==> config.mk <==
export PLATFORM = sky130hd
export DESIGN_NAME = sbs_ctrl
export DESIGN_NICKNAME = d
export VERILOG_FILES = /design/src/hdl/sbs_pkg.sv /design/src/hdl/sbs_ctrl.sv
export SDC_FILE = /design/constraint.sdc
export NUM_CORES = 1
export LEC_CHECK = 0
export BUFFER_PORTS_ARGS = -buffer_cell sky130_fd_sc_hd__buf_4
export CAP_MARGIN = 20
export CELL_PAD_IN_SITES_DETAIL_PLACEMENT = 1
export CELL_PAD_IN_SITES_GLOBAL_PLACEMENT = 2
export CORE_ASPECT_RATIO = 1.75
export CORE_UTILIZATION = 29
export CTS_BUF_LIST = sky130_fd_sc_hd__clkbuf_4 sky130_fd_sc_hd__clkbuf_8 sky130_fd_sc_hd__clkbuf_16
export CTS_CLUSTER_DIAMETER = 100
export DETAILED_ROUTE_END_ITERATION = 12
export PLACE_DENSITY_LB_ADDON = 0.1
export SETUP_SLACK_MARGIN = 0.05
export SLEW_MARGIN = 5
export SYNTH_ARGS = -nofsm -noshare
export SYNTH_HDL_FRONTEND = slang
export SYNTH_SLANG_ARGS = --single-unit
==> constraint.sdc <==
create_clock -name i_clk -period 7.7 [get_ports i_clk]
set_input_delay 1.925 -clock i_clk [delete_from_list [all_inputs] [get_ports i_clk]]
set_output_delay 1.925 -clock i_clk [all_outputs]
set_load 0.1 [all_outputs]
==> src/hdl/sbs_pkg.sv <==
// Package for the sorted table binary search block.
// Table geometry, operation codes, controller states and the RAM request type.
// No dependencies.
package sbs_pkg;

    localparam int TABLE_DEPTH = 1024;
    localparam int POS_W       = 10;
    localparam int WORD_W      = 32;
    localparam int ADDR_W      = $clog2(TABLE_DEPTH);

    localparam logic OP_WRITE  = 1'b0;
    localparam logic OP_SEARCH = 1'b1;

    typedef enum logic [1:0] {
        ST_IDLE,
        ST_LOOK,
        ST_LAST
    } t_state;

    typedef struct packed {
        logic                     we;
        logic [ADDR_W-1:0]        waddr;
        logic signed [WORD_W-1:0] wdata;
        logic [ADDR_W-1:0]        raddr;
    } t_ram_req;

endpackage

==> src/hdl/sbs_ctrl.sv <==
// Search controller: takes beats, narrows the window one table read per cycle.
// Depends on sbs_pkg; drives the request port of sbs_ram.
module sbs_ctrl (
    input  logic                              i_clk,
    input  logic                              i_rst_n,
    input  logic                              start,
    output logic                              busy,
    input  logic                              i_op,
    input  logic [sbs_pkg::POS_W-1:0]         i_entry_index,
    input  logic signed [sbs_pkg::WORD_W-1:0] i_data_word,
    input  logic [sbs_pkg::POS_W-1:0]         i_window_low,
    input  logic [sbs_pkg::POS_W-1:0]         i_window_high,
    input  logic signed [sbs_pkg::WORD_W-1:0] i_rdata,
    output sbs_pkg::t_ram_req                 o_req,
    output logic                              o_strobe,
    output logic                              o_found,
    output logic [sbs_pkg::POS_W-1:0]         o_position
);

    sbs_pkg::t_state r_state, n_state;

    logic signed [sbs_pkg::WORD_W-1:0] r_key, n_key;
    logic [sbs_pkg::POS_W-1:0]         r_lo, n_lo, r_hi, n_hi;
    logic                              r_strobe, n_strobe;
    logic                              r_found, n_found;
    logic [sbs_pkg::POS_W-1:0]         r_pos, n_pos;

    logic                              accept;
    logic [sbs_pkg::POS_W-1:0]         sat_hi;
    logic [sbs_pkg::POS_W:0]           in_sum, cur_sum, upd_sum;
    logic [sbs_pkg::POS_W-1:0]         in_mid, cur_mid, upd_mid;
    logic [sbs_pkg::POS_W-1:0]         upd_lo, upd_hi;
    logic                              key_le;
    logic [sbs_pkg::POS_W-1:0]         rd_pos;

    assign accept = start && !busy;

    always_comb begin
        if (32'(i_window_high) >= 32'(sbs_pkg::TABLE_DEPTH)) begin
            sat_hi = sbs_pkg::POS_W'(sbs_pkg::TABLE_DEPTH - 1);
        end else begin
            sat_hi = i_window_high;
        end
        in_sum  = {1'b0, i_window_low} + {1'b0, sat_hi};
        in_mid  = in_sum[sbs_pkg::POS_W:1];
        cur_sum = {1'b0, r_lo} + {1'b0, r_hi};
        cur_mid = cur_sum[sbs_pkg::POS_W:1];
        key_le  = r_key <= i_rdata;
        upd_lo  = key_le ? r_lo : cur_mid + 1'b1;
        upd_hi  = key_le ? cur_mid : r_hi;
        upd_sum = {1'b0, upd_lo} + {1'b0, upd_hi};
        upd_mid = upd_sum[sbs_pkg::POS_W:1];
    end

    // next state
    always_comb begin
        n_state = r_state;
        unique case (r_state)
            sbs_pkg::ST_IDLE: begin
                if (accept && i_op == sbs_pkg::OP_SEARCH) begin
                    if (i_window_low < sat_hi) begin
                        n_state = sbs_pkg::ST_LOOK;
                    end else if (i_window_low == sat_hi) begin
                        n_state = sbs_pkg::ST_LAST;
                    end
                end
            end
            sbs_pkg::ST_LOOK: begin
                if (upd_lo == upd_hi) begin
                    n_state = sbs_pkg::ST_LAST;
                end
            end
            sbs_pkg::ST_LAST: begin
                n_state = sbs_pkg::ST_IDLE;
            end
            default: n_state = sbs_pkg::ST_IDLE;
        endcase
    end

    // datapath and outputs
    always_comb begin
        n_key    = r_key;
        n_lo     = r_lo;
        n_hi     = r_hi;
        n_strobe = 1'b0;
        n_found  = r_found;
        n_pos    = r_pos;
        rd_pos   = r_lo;
        o_req.we    = 1'b0;
        o_req.waddr = i_entry_index[sbs_pkg::ADDR_W-1:0];
        o_req.wdata = i_data_word;
        unique case (r_state)
            sbs_pkg::ST_IDLE: begin
                rd_pos = (i_window_low < sat_hi) ? in_mid : i_window_low;
                if (accept && i_op == sbs_pkg::OP_WRITE) begin
                    o_req.we = 32'(i_entry_index) < 32'(sbs_pkg::TABLE_DEPTH);
                end
                if (accept && i_op == sbs_pkg::OP_SEARCH) begin
                    n_key = i_data_word;
                    n_lo  = i_window_low;
                    n_hi  = sat_hi;
                    if (i_window_low > sat_hi) begin
                        n_strobe = 1'b1;
                        n_found  = 1'b0;
                        n_pos    = '0;
                    end
                end
            end
            sbs_pkg::ST_LOOK: begin
                rd_pos = (upd_lo < upd_hi) ? upd_mid : upd_lo;
                n_lo   = upd_lo;
                n_hi   = upd_hi;
            end
            sbs_pkg::ST_LAST: begin
                n_strobe = 1'b1;
                n_found  = i_rdata == r_key;
                n_pos    = (i_rdata == r_key) ? r_lo : '0;
            end
            default: begin
                n_strobe = 1'b0;
            end
        endcase
        o_req.raddr = rd_pos[sbs_pkg::ADDR_W-1:0];
    end

    always_ff @(posedge i_clk) begin
        if (!i_rst_n) begin
            r_state  <= sbs_pkg::ST_IDLE;
            r_strobe <= 1'b0;
        end else begin
            r_state  <= n_state;
            r_strobe <= n_strobe;
        end
    end

    always_ff @(posedge i_clk) begin
        r_key   <= n_key;
        r_lo    <= n_lo;
        r_hi    <= n_hi;
        r_found <= n_found;
        r_pos   <= n_pos;
    end

    assign busy       = r_state != sbs_pkg::ST_IDLE;
    assign o_strobe   = r_strobe;
    assign o_found    = r_found;
    assign o_position = r_pos;

endmodule

==> impl_metrics.toml <==
[sta]
fin_worst_skew_ns = 0.00846
final_max_slew_viol_count = 0
grt_setup_unrepaired = "yes"
timing_hold_violations_final = 0
finalSetupViolations = 10
finalWorstPathRequiredPeriod_ns = 8.11
timing.slew.headroom = 0.318
worst_pin_slew_ns = 1.02
final_critical_path_setup_slack_ns = -0.407
achievable_freq_ghz = 0.123
min_period_over_period = 1.05
hold_slack_ns = 0.701

[die]
die_height_um = 192
core_area_um2 = 20300
die_x_um = 111
placement_rows = 69
initial_core_util = 0.295
io_pins = 164
die_area_um2 = 21200

[route]
postRouteAntennaNets = 0
vias_per_cell = 4.97
routed_via_count = 5540
route.detailed.drc = 0
drt_pass1_iterations = 4
routedWlPerCell_um = 19.2
finalWirelength_um = 21400
drt_iter0_markers = 165

[finish]
drive_gt1_frac = 0.469
stdcell_area_um2 = 9390
finish.net_count = 1043
diodes = 0
syn_to_final_growth_pct = 57.1
layoutNonFillerInstCount = 1115
finalCoreUtilization = 0.463

[yosys]
netlist.area_leader.share = 0.316
synth_top_flop_cell = "sky130_fd_sc_hd__edfxtp_1"
synth.lib_cells_used.distinct = 69
synth-edff-count = 63
synth.avg_cell_area_um2 = 9.10
synth_async_sr_flop_share = 0
yosys_register_bits = 66
ys.warnings.count = 0
synthesis.area_um2 = 5980
synth.area.top_cells = "sky130_fd_sc_hd__edfxtp_1 (32%), sky130_fd_sc_hd__ha_1 (17%), sky130_fd_sc_hd__buf_4 (5.3%)"
synth.net_count = 837
netlist_top_cells_count = "sky130_fd_sc_hd__ha_1 (80), sky130_fd_sc_hd__inv_1 (77), sky130_fd_sc_hd__edfxtp_1 (63)"
postSynthCellCount = 657
synth_area_leader_cell = "sky130_fd_sc_hd__edfxtp_1"
synth.yosys.seq_area_share = 0.326
synth.most_common_cell = "sky130_fd_sc_hd__ha_1"

[clock_network]
cts-htree-levels = 3
cts.root.buffer_cell = "sky130_fd_sc_hd__clkbuf_16"
tritoncts = "built"
insertion_delay_ns = 0.34
clkSlewWorstSetupHoldPaths_ns = 0.06
cts.sink_count = 66
cts_inserted_buffers = 9
cts.path.max_buffers = 2

[critical_path]
worst-r2r-cell-count = 21
critPathLaunch = "i_rdata[26]"
start_kind = "input pin"
data_required_critical_path_ns = 5.78
cp.arrival_ns = 6.18
critPathCaptureType = "output port"
rr_startpoint = "r_lo[1]$_DFFE_PP_"
worst-r2r-setup-slack_ns = 2.25
worstReg2RegEnd = "r_state[0]$_SDFFE_PN0P_"
critical_path_class = "input pin to output port"
critPathMaxFanout = 5

[global_route]
antenna_violations_before_repair = 0
number_of_global_route_vias_before_repair = 6245
grt_first_pass_wirelength_um = 32800
grt.total_usage = 0.203
global_route_total_overflow = 0
pin_count_of_the_biggest_net_entering_global_routing = 39

[power]
switching_share = 0.418
cell_area_power_density_nw_per_um2 = 274
vdd_drop_max_v = 0.000144
power_report.internal_total_mw = 1.50
clock_power_share = 0.199
combPwrFrac = 0.628
net-switching-power_mw = 1.08
power_frac_seq = 0.173
power.leakage_nw = 4.15

[run]
cap_violations = 0

[status]
status = "finished, violations left"
failed_checks = "setup timing"

[min_path]
worstHoldEndpoint = "o_position[4]$_SDFFCE_PN0P_"
hold_class = "register to register"
timing.hold.worst_path_depth = 1
timing.hold.worst.start = "r_lo[4]$_DFFE_PP_"

[place]
placement.setup.worst_slack_ns = -0.668
routabilityCongestion = 0.809
place.detailed.hpwl_um = 16900
number_of_placed_cells_counting_well_taps = 1067
number_of_port_buffers = 143
post_dp_cell_area_um2 = 7990
## layout make-up
class / instances / area, um^2
sequential: 66 / 1950
inverter: 78 / 335
fill: 2249 / 10900
multi-input combinational: 457 / 4190
clock buffer: 9 / 225
clock inverter: 6 / 130
timing repair buffer: 251 / 2250
tap: 248 / 310
## worst max-delay path by stage
stage	slack, ns	endpoint
finish	-0.41	o_req[7]
global route	-0.56	o_req[9]
CTS	-0.35	o_req[8]
detailed placement	-0.67	o_req[7]
global placement	-0.63	o_req[8]
floorplan	-0.32	o_req[8]
## cells in the final DEF (no fill, tap or decap), types with 6 or more instances in the layout
master / count
sky130_fd_sc_hd__xor2_1: 10
sky130_fd_sc_hd__and2_1: 14
sky130_fd_sc_hd__nand2_1: 49
sky130_fd_sc_hd__buf_12: 15
sky130_fd_sc_hd__inv_2: 17
sky130_fd_sc_hd__ha_4: 33
sky130_fd_sc_hd__buf_6: 25
sky130_fd_sc_hd__a21oi_2: 10
sky130_fd_sc_hd__buf_4: 206
sky130_fd_sc_hd__o21ai_0: 32
sky130_fd_sc_hd__o21bai_1: 6
sky130_fd_sc_hd__nand3_1: 10
sky130_fd_sc_hd__a21o_1: 10
sky130_fd_sc_hd__inv_1: 47
sky130_fd_sc_hd__xnor2_1: 18
sky130_fd_sc_hd__mux2i_2: 7
sky130_fd_sc_hd__edfxtp_1: 63
sky130_fd_sc_hd__nand4_1: 11
sky130_fd_sc_hd__a21oi_1: 41
sky130_fd_sc_hd__nor2_1: 33
sky130_fd_sc_hd__o21ai_1: 7
sky130_fd_sc_hd__clkbuf_16: 10
sky130_fd_sc_hd__inv_4: 12
sky130_fd_sc_hd__ha_1: 46
## cell families (layout without fill, tap and decap cells)
family / Yosys count / after routing / share of synthesized area
xor gates and xnor gates: 29 / 29 / 0.0425
muxes: 18 / 18 / 0.0324
AOI/OAI and AO/OA: 158 / 158 / 0.169
buffers and inverters: 134 / 344 / 0.115
adders and majority gates: 82 / 82 / 0.174
and+or+nand+nor: 170 / 170 / 0.141
DFF: 66 / 66 / 0.326
## through the flow
step / setup TNS, ns / total power [mW]
after floorplan: -0.784 / 1.37
after global placement: -5.35 / 1.76
after detailed placement: -5.88 / 1.78
after CTS: -2.88 / 2.45
after global routing: -4.76 / 2.71
final: -3.20 / 2.58
## timing repair
action / 4_1_cts / 5_1_grt
pin swaps: 26 / 25
gates resized for setup: 99 / 56
hold buffers: 0 / 0
setup endpoints to repair: 10 / 10
buffers inserted: 17 / 13
gates cloned: 3 / 0
## metal layers
layer | GRT usage | wire [um]
met2 | 0.435 | 12900
met3 | 0.0271 | 670
met5 | 0 | 0
met1 | 0.185 | 7200
met4 | 0.0790 | 574
## critical path, stage by stage
cell,delay [ns]
sky130_fd_sc_hd__buf_4,0.08
sky130_fd_sc_hd__inv_2,0.03
sky130_fd_sc_hd__ha_4,0.25
sky130_fd_sc_hd__nand4_1,0.11
sky130_fd_sc_hd__buf_6,0.16
sky130_fd_sc_hd__nor4_4,0.31
sky130_fd_sc_hd__buf_4,0.17
sky130_fd_sc_hd__o31a_1,0.17
sky130_fd_sc_hd__o211ai_2,0.11
sky130_fd_sc_hd__o21ai_4,0.15
sky130_fd_sc_hd__buf_12,0.19
sky130_fd_sc_hd__buf_12,0.12
sky130_fd_sc_hd__mux2_4,0.32
sky130_fd_sc_hd__ha_4,0.23
sky130_fd_sc_hd__o21a_1,0.13
sky130_fd_sc_hd__o21a_1,0.20
sky130_fd_sc_hd__o21ai_2,0.17
sky130_fd_sc_hd__a21oi_2,0.06
sky130_fd_sc_hd__o41a_2,0.52
sky130_fd_sc_hd__xnor2_2,0.14
sky130_fd_sc_hd__mux2_4,0.27
sky130_fd_sc_hd__o21ai_4,0.15
sky130_fd_sc_hd__buf_12,0.19
## power groups by stage
| stage | Sequential [mW] | Clock, mW | Combinational (mW) |
|---|---|---|---|
| after floorplan | 0.451 | 0 | 0.918 |
| after global placement | 0.450 | 0 | 1.31 |
| after detailed placement | 0.451 | 0 | 1.33 |
| after CTS | 0.445 | 0.524 | 1.48 |
| after global routing | 0.449 | 0.532 | 1.73 |
| final | 0.446 | 0.512 | 1.62 |
## registers in the layout, summed over array words and instances, names as in the netlist
| signal | cells |
|---|---|
| r_state | 2 |
| r_key | 32 |
| o_found | 1 |
| r_lo | 10 |
| o_strobe | 1 |
| r_hi | 10 |
| o_position | 10 |
No activity file was read; power rests on OpenSTA's default activity.
